### config.mk
export PLATFORM = sky130hd
export DESIGN_NAME = vve_seq
export DESIGN_NICKNAME = d
export VERILOG_FILES = /design/src/rtl/vve_pkg.sv /design/src/rtl/vve_seq.sv
export SDC_FILE = /design/constraint.sdc
export NUM_CORES = 1
export LEC_CHECK = 0
export ABC_AREA = 1
export ABC_CLOCK_PERIOD_IN_PS = 3870
export BUFFER_PORTS_ARGS = -buffer_cell sky130_fd_sc_hd__buf_4
export CAP_MARGIN = 10
export CORE_AREA = 2 2 39 41
export DETAILED_ROUTE_END_ITERATION = 16
export DIE_AREA = 0 0 41 43
export HOLD_SLACK_MARGIN = 0.1
export PLACE_DENSITY_LB_ADDON = 0.25
export SETUP_SLACK_MARGIN = 0.1
export SLEW_MARGIN = 10
export SYNTH_ARGS = -nofsm -noshare
export SYNTH_HDL_FRONTEND = slang
export SYNTH_SLANG_ARGS = --single-unit
### constraint.sdc
create_clock -name clock -period 3.87 [get_ports clock]
set_input_delay 0.387 -clock clock [delete_from_list [all_inputs] [get_ports clock]]
set_output_delay 0.387 -clock clock [all_outputs]
set_load 0.1 [all_outputs]
### src/rtl/vve_pkg.sv
// ----------------------------------------------------------------------------
// vve_pkg
// Shared types and constants of the visible voxel extractor: register
// indexes, control word layout and the microprogram ROM.
// ----------------------------------------------------------------------------
package vve_pkg;

   localparam int COORD_W = 6;
   localparam int SIDE_W  = 7;
   localparam int COUNT_W = 13;
   localparam int SHADE_W = 2;
   localparam int ENTRY_W = 16;

   localparam logic REG_SIDE_IN_USE = 1'b0;
   localparam logic REG_TOP_ROW     = 1'b1;

   localparam logic CMD_WRITE    = 1'b0;
   localparam logic CMD_CLASSIFY = 1'b1;

   localparam logic [SHADE_W-1:0] SHADE_NONE  = 2'd0;
   localparam logic [SHADE_W-1:0] SHADE_UP    = 2'd1;
   localparam logic [SHADE_W-1:0] SHADE_SIDE  = 2'd2;

   // memory address source
   typedef enum logic [2:0] {
      ADR_CENTRE,   // centre voxel straight from the request ports
      ADR_SELF,     // latched centre voxel
      ADR_UP,
      ADR_DOWN,
      ADR_LEFT,
      ADR_YP,
      ADR_YM,
      ADR_XP
   } addr_type;

   // which flag takes the data of the previous read
   typedef enum logic [2:0] {
      CAP_NONE,
      CAP_C,
      CAP_U,
      CAP_D,
      CAP_L,
      CAP_YP,
      CAP_YM
   } cap_type;

   typedef enum logic [2:0] {
      STEP_RD_U,
      STEP_RD_D,
      STEP_RD_L,
      STEP_RD_YP,
      STEP_RD_YM,
      STEP_RD_XP,
      STEP_EVAL,
      STEP_WRITE
   } step_type;

   typedef struct packed {
      addr_type adr_sel;
      cap_type  cap;
      logic     mem_we;
      logic     eval;
      logic     jump_skip;
      step_type jump_target;
      logic     last;
   } ctrl_word_type;

   localparam ctrl_word_type CW_IDLE = '{
      adr_sel:     ADR_CENTRE,
      cap:         CAP_NONE,
      mem_we:      1'b0,
      eval:        1'b0,
      jump_skip:   1'b0,
      jump_target: STEP_EVAL,
      last:        1'b0
   };

   function automatic ctrl_word_type rom_word(step_type s);
      ctrl_word_type w;
      w = CW_IDLE;
      case (s)
         STEP_RD_U: begin
            w.adr_sel   = ADR_UP;
            w.cap       = CAP_C;
            w.jump_skip = 1'b1;
         end
         STEP_RD_D: begin
            w.adr_sel = ADR_DOWN;
            w.cap     = CAP_U;
         end
         STEP_RD_L: begin
            w.adr_sel = ADR_LEFT;
            w.cap     = CAP_D;
         end
         STEP_RD_YP: begin
            w.adr_sel = ADR_YP;
            w.cap     = CAP_L;
         end
         STEP_RD_YM: begin
            w.adr_sel = ADR_YM;
            w.cap     = CAP_YP;
         end
         STEP_RD_XP: begin
            w.adr_sel = ADR_XP;
            w.cap     = CAP_YM;
         end
         STEP_EVAL: begin
            w.eval = 1'b1;
            w.last = 1'b1;
         end
         STEP_WRITE: begin
            w.adr_sel = ADR_SELF;
            w.mem_we  = 1'b1;
            w.last    = 1'b1;
         end
         default: w = CW_IDLE;
      endcase
      return w;
   endfunction

endpackage

### src/rtl/vve_seq.sv
// ----------------------------------------------------------------------------
// vve_seq
// Microprogram sequencer: step counter, ROM lookup, entry dispatch on the
// command and a conditional jump to the evaluation step.
// ----------------------------------------------------------------------------
module vve_seq
   import vve_pkg::*;
(
   input  logic          clock,
   input  logic          reset,
   input  logic          launch,
   input  logic          is_write,
   input  logic          skip,
   output ctrl_word_type cw,
   output logic          running
);

   logic     running_ff;
   step_type step_ff;
   ctrl_word_type rom_cw;

   assign rom_cw  = rom_word(step_ff);
   assign cw      = running_ff ? rom_cw : CW_IDLE;
   assign running = running_ff;

   always_ff @(posedge clock) begin
      if (reset) begin
         running_ff <= 1'b0;
         step_ff    <= STEP_RD_U;
      end else if (!running_ff) begin
         if (launch) begin
            running_ff <= 1'b1;
            step_ff    <= is_write ? STEP_WRITE : STEP_RD_U;
         end
      end else if (rom_cw.last) begin
         running_ff <= 1'b0;
      end else if (rom_cw.jump_skip && skip) begin
         step_ff <= rom_cw.jump_target;
      end else begin
         step_ff <= step_type'(step_ff + 3'd1);
      end
   end

endmodule

==> impl_metrics.env <==
export IMPL_cp_end_kind="primary output"
export IMPL_post_cts_resized=0
export IMPL_port_buffers=15
export IMPL_yosysTopAreaCell="dfxtp_1"
export IMPL_synth_distinct_cells=17
export IMPL_regArea_um2=80.1
export IMPL_die_w_um=41
export IMPL_fin_tns_setup_ns=0
export IMPL_cts_inserted_buffers=3
export IMPL_grt_overflow=0
export IMPL_syn_area_per_cell_um2=6.00
export IMPL_cts_max_path_buffers=2
export IMPL_hold_viol=0
export IMPL_status="finished, final reports clean"
export IMPL_min_path_type="input port to flip-flop"
export IMPL_crit_type="flip-flop to primary output"
export IMPL_ys_seq_area_frac=0.183
export IMPL_start_util=0.316
export IMPL_clock_latency_ns=0.23
export IMPL_peakVddDrop_v=0.000262
export IMPL_drtPass1Iterations=3
export IMPL_antenna_cells=0
export IMPL_routed_wl_um=943
export IMPL_viasPerCell=4.29
export IMPL_yosys_warnings=0
export IMPL_track_usage=0.124
export IMPL_cts_sinks=4
export IMPL_pwr_density_cell_nw_per_um2=424
export IMPL_cts_tree="yes"
export IMPL_fill_cells=150
export IMPL_avgRoutedWirePerCell_um=8.98
export IMPL_synth_main_ff_cell="dfxtp_1"
export IMPL_cp_required_ns=3.48
export IMPL_clk_pin_slew_worst_paths_ns=0.04
export IMPL_finalSetupViolCount=0
export IMPL_cts_hold_buf=0
export IMPL_fin_nets=102
export IMPL_max_freq_ghz=0.449
export IMPL_crit_fanout=5
export IMPL_drt_initial_drc_count=6
export IMPL_cts_root_buf="clkbuf_4"
export IMPL_drc=0
export IMPL_cp_arrival_ns=1.84
export IMPL_layout_min_cycle_time_ns=2.23
export IMPL_power_leakage_nw=0.351
export IMPL_layout_drive_gt1_share=0.247
export IMPL_multi_input_area_um2=290
export IMPL_dp_slack_ns=1.90
export IMPL_die_area_um2=1760
export IMPL_worst_slack_ns=1.64
export IMPL_fin_crit_sh=0.575
export IMPL_synth_top_area_frac=0.183
export IMPL_fp_row_count=14
export IMPL_rsz0062_at_grt="false"
export IMPL_critPathLaunchType="flip-flop"
export IMPL_synthCells=73
export IMPL_core_area_um2=1380
export IMPL_maxCapViolations=0
export IMPL_mappedNetlistArea_um2=438
export IMPL_htree_levels=1
export IMPL_gp_congestion=0.748
export IMPL_grt_pass1_wl_mm=1.53
export IMPL_antenna_found_initial=0
export IMPL_final_setup_skew_ns=0.00125
export IMPL_postCtsSetupBuffers=0
export IMPL_area_growth_pct=31.1
export IMPL_die_h_um=43
export IMPL_dr_total_vias=450
export IMPL_drv_slew=0
export IMPL_ys_ff_latch=4
export IMPL_grt_pass1_vias=385
export IMPL_ys_top_cells_by_area="dfxtp_1, ha_1, nand2_1, nor2_1, inv_1"
export IMPL_top_level_ports=19
export IMPL_synth_edff_count=0
export IMPL_synthArstFlopShare=0
export IMPL_ant_nets=0
export IMPL_r2r_setup_slack_ns=2.52
export IMPL_dp_hpwl_um=763
export IMPL_grt_max_degree=10
## layout make-up
class / instances / area share
well taps: 16 / 0.0349
multi-input cells: 54 / 0.505
inverters: 13 / 0.0850
flip-flops and latches: 4 / 0.139
repair buffers: 15 / 0.196
clock buffers: 3 / 0.0392
## stage by stage
| stage | power (W) | std cells | utilization | instance area [um^2] | hold WS [ns] |
|---|---|---|---|---|---|
| after floorplan | 0.000171 | 74 | - | 442 | 0.459 |
| after global placement | 0.000195 | 102 | 0.399 | 552 | 0.560 |
| after detailed placement | 0.000194 | 102 | 0.399 | 552 | 0.561 |
| after CTS | 0.000248 | 105 | 0.415 | 574 | 0.310 |
| after global routing | 0.000261 | 105 | 0.415 | 574 | 0.316 |
| final | 0.000244 | 105 | 0.415 | 574 | 0.321 |
## cell families (layout without fill, tap and decap cells)
family | Yosys count | in the layout | synth area share
AOI/OAI and AO/OA | 12 | 12 | 0.149
adders and majority gates | 6 | 6 | 0.171
buffers and inverters | 16 | 31 | 0.163
DFF | 4 | 4 | 0.183
other | 2 | 3 | 0.0171
and+or+nand+nor | 33 | 33 | 0.317
## power by group
part | switching, W | total (W) | internal [W]
logic | 0.000110 | 0.000140 | 0.0000305
registers | 0.00000726 | 0.0000531 | 0.0000458
clock network | 0.0000158 | 0.0000504 | 0.0000346
total | 0.000133 | 0.000244 | 0.000111
## synthesized netlist by cell type, types with 2 or more instances
library cell	n
buf_4	3
nor2_1	12
o21ai_0	2
dfxtp_1	4
nand3_1	2
conb_1	2
inv_1	11
ha_1	6
nand2_1	15
inv_2	2
a21oi_1	8
## worst max-delay path, cell delays in order (launching register included)
cell     delay [ns]
dfxtp_1        0.39
inv_1          0.11
ha_1           0.24
nor2_1         0.19
inv_1          0.06
o21ai_0        0.26
a21oi_1        0.11
buf_4          0.25
## layout by cell type, fill, tap and decap left out, drive strengths merged, types with 2 or more instances in the layout
cell type	instances
a21oi	8
buf	15
clkbuf	3
conb	3
dfxtp	4
ha	6
inv	13
nand2	16
nand3	3
nor2	12
o21ai	2
## worst paths after layout
path / startpoint / end / depth (start not counted)
hold reg to reg: step_ff[0]$_SDFFE_PP0P_ / step_ff[0]$_SDFFE_PP0P_ / 4
setup reg to reg: step_ff[0]$_SDFFE_PP0P_ / step_ff[2]$_SDFFE_PP0P_ / 7
hold / removal: reset / running$_SDFF_PP0_ / 2
setup / recovery: step_ff[0]$_SDFFE_PP0P_ / cw[10] / 7
## sequential cells by signal (all words and copies together), names as in the netlist
| signal | flops |
|---|---|
| running | 1 |
| step_ff | 3 |
## metal layers
metal / track usage / vias to the layer above / share of wire
met1: 0.158 / 186 / 0.49
met5: 0 / - / 0
met2: 0.197 / 12 / 0.46
li1: - / 252 / -
met4: 0.0400 / 0 / 0
met3: 0.0314 / 0 / 0.056
No activity file was read; power rests on OpenSTA's default activity.
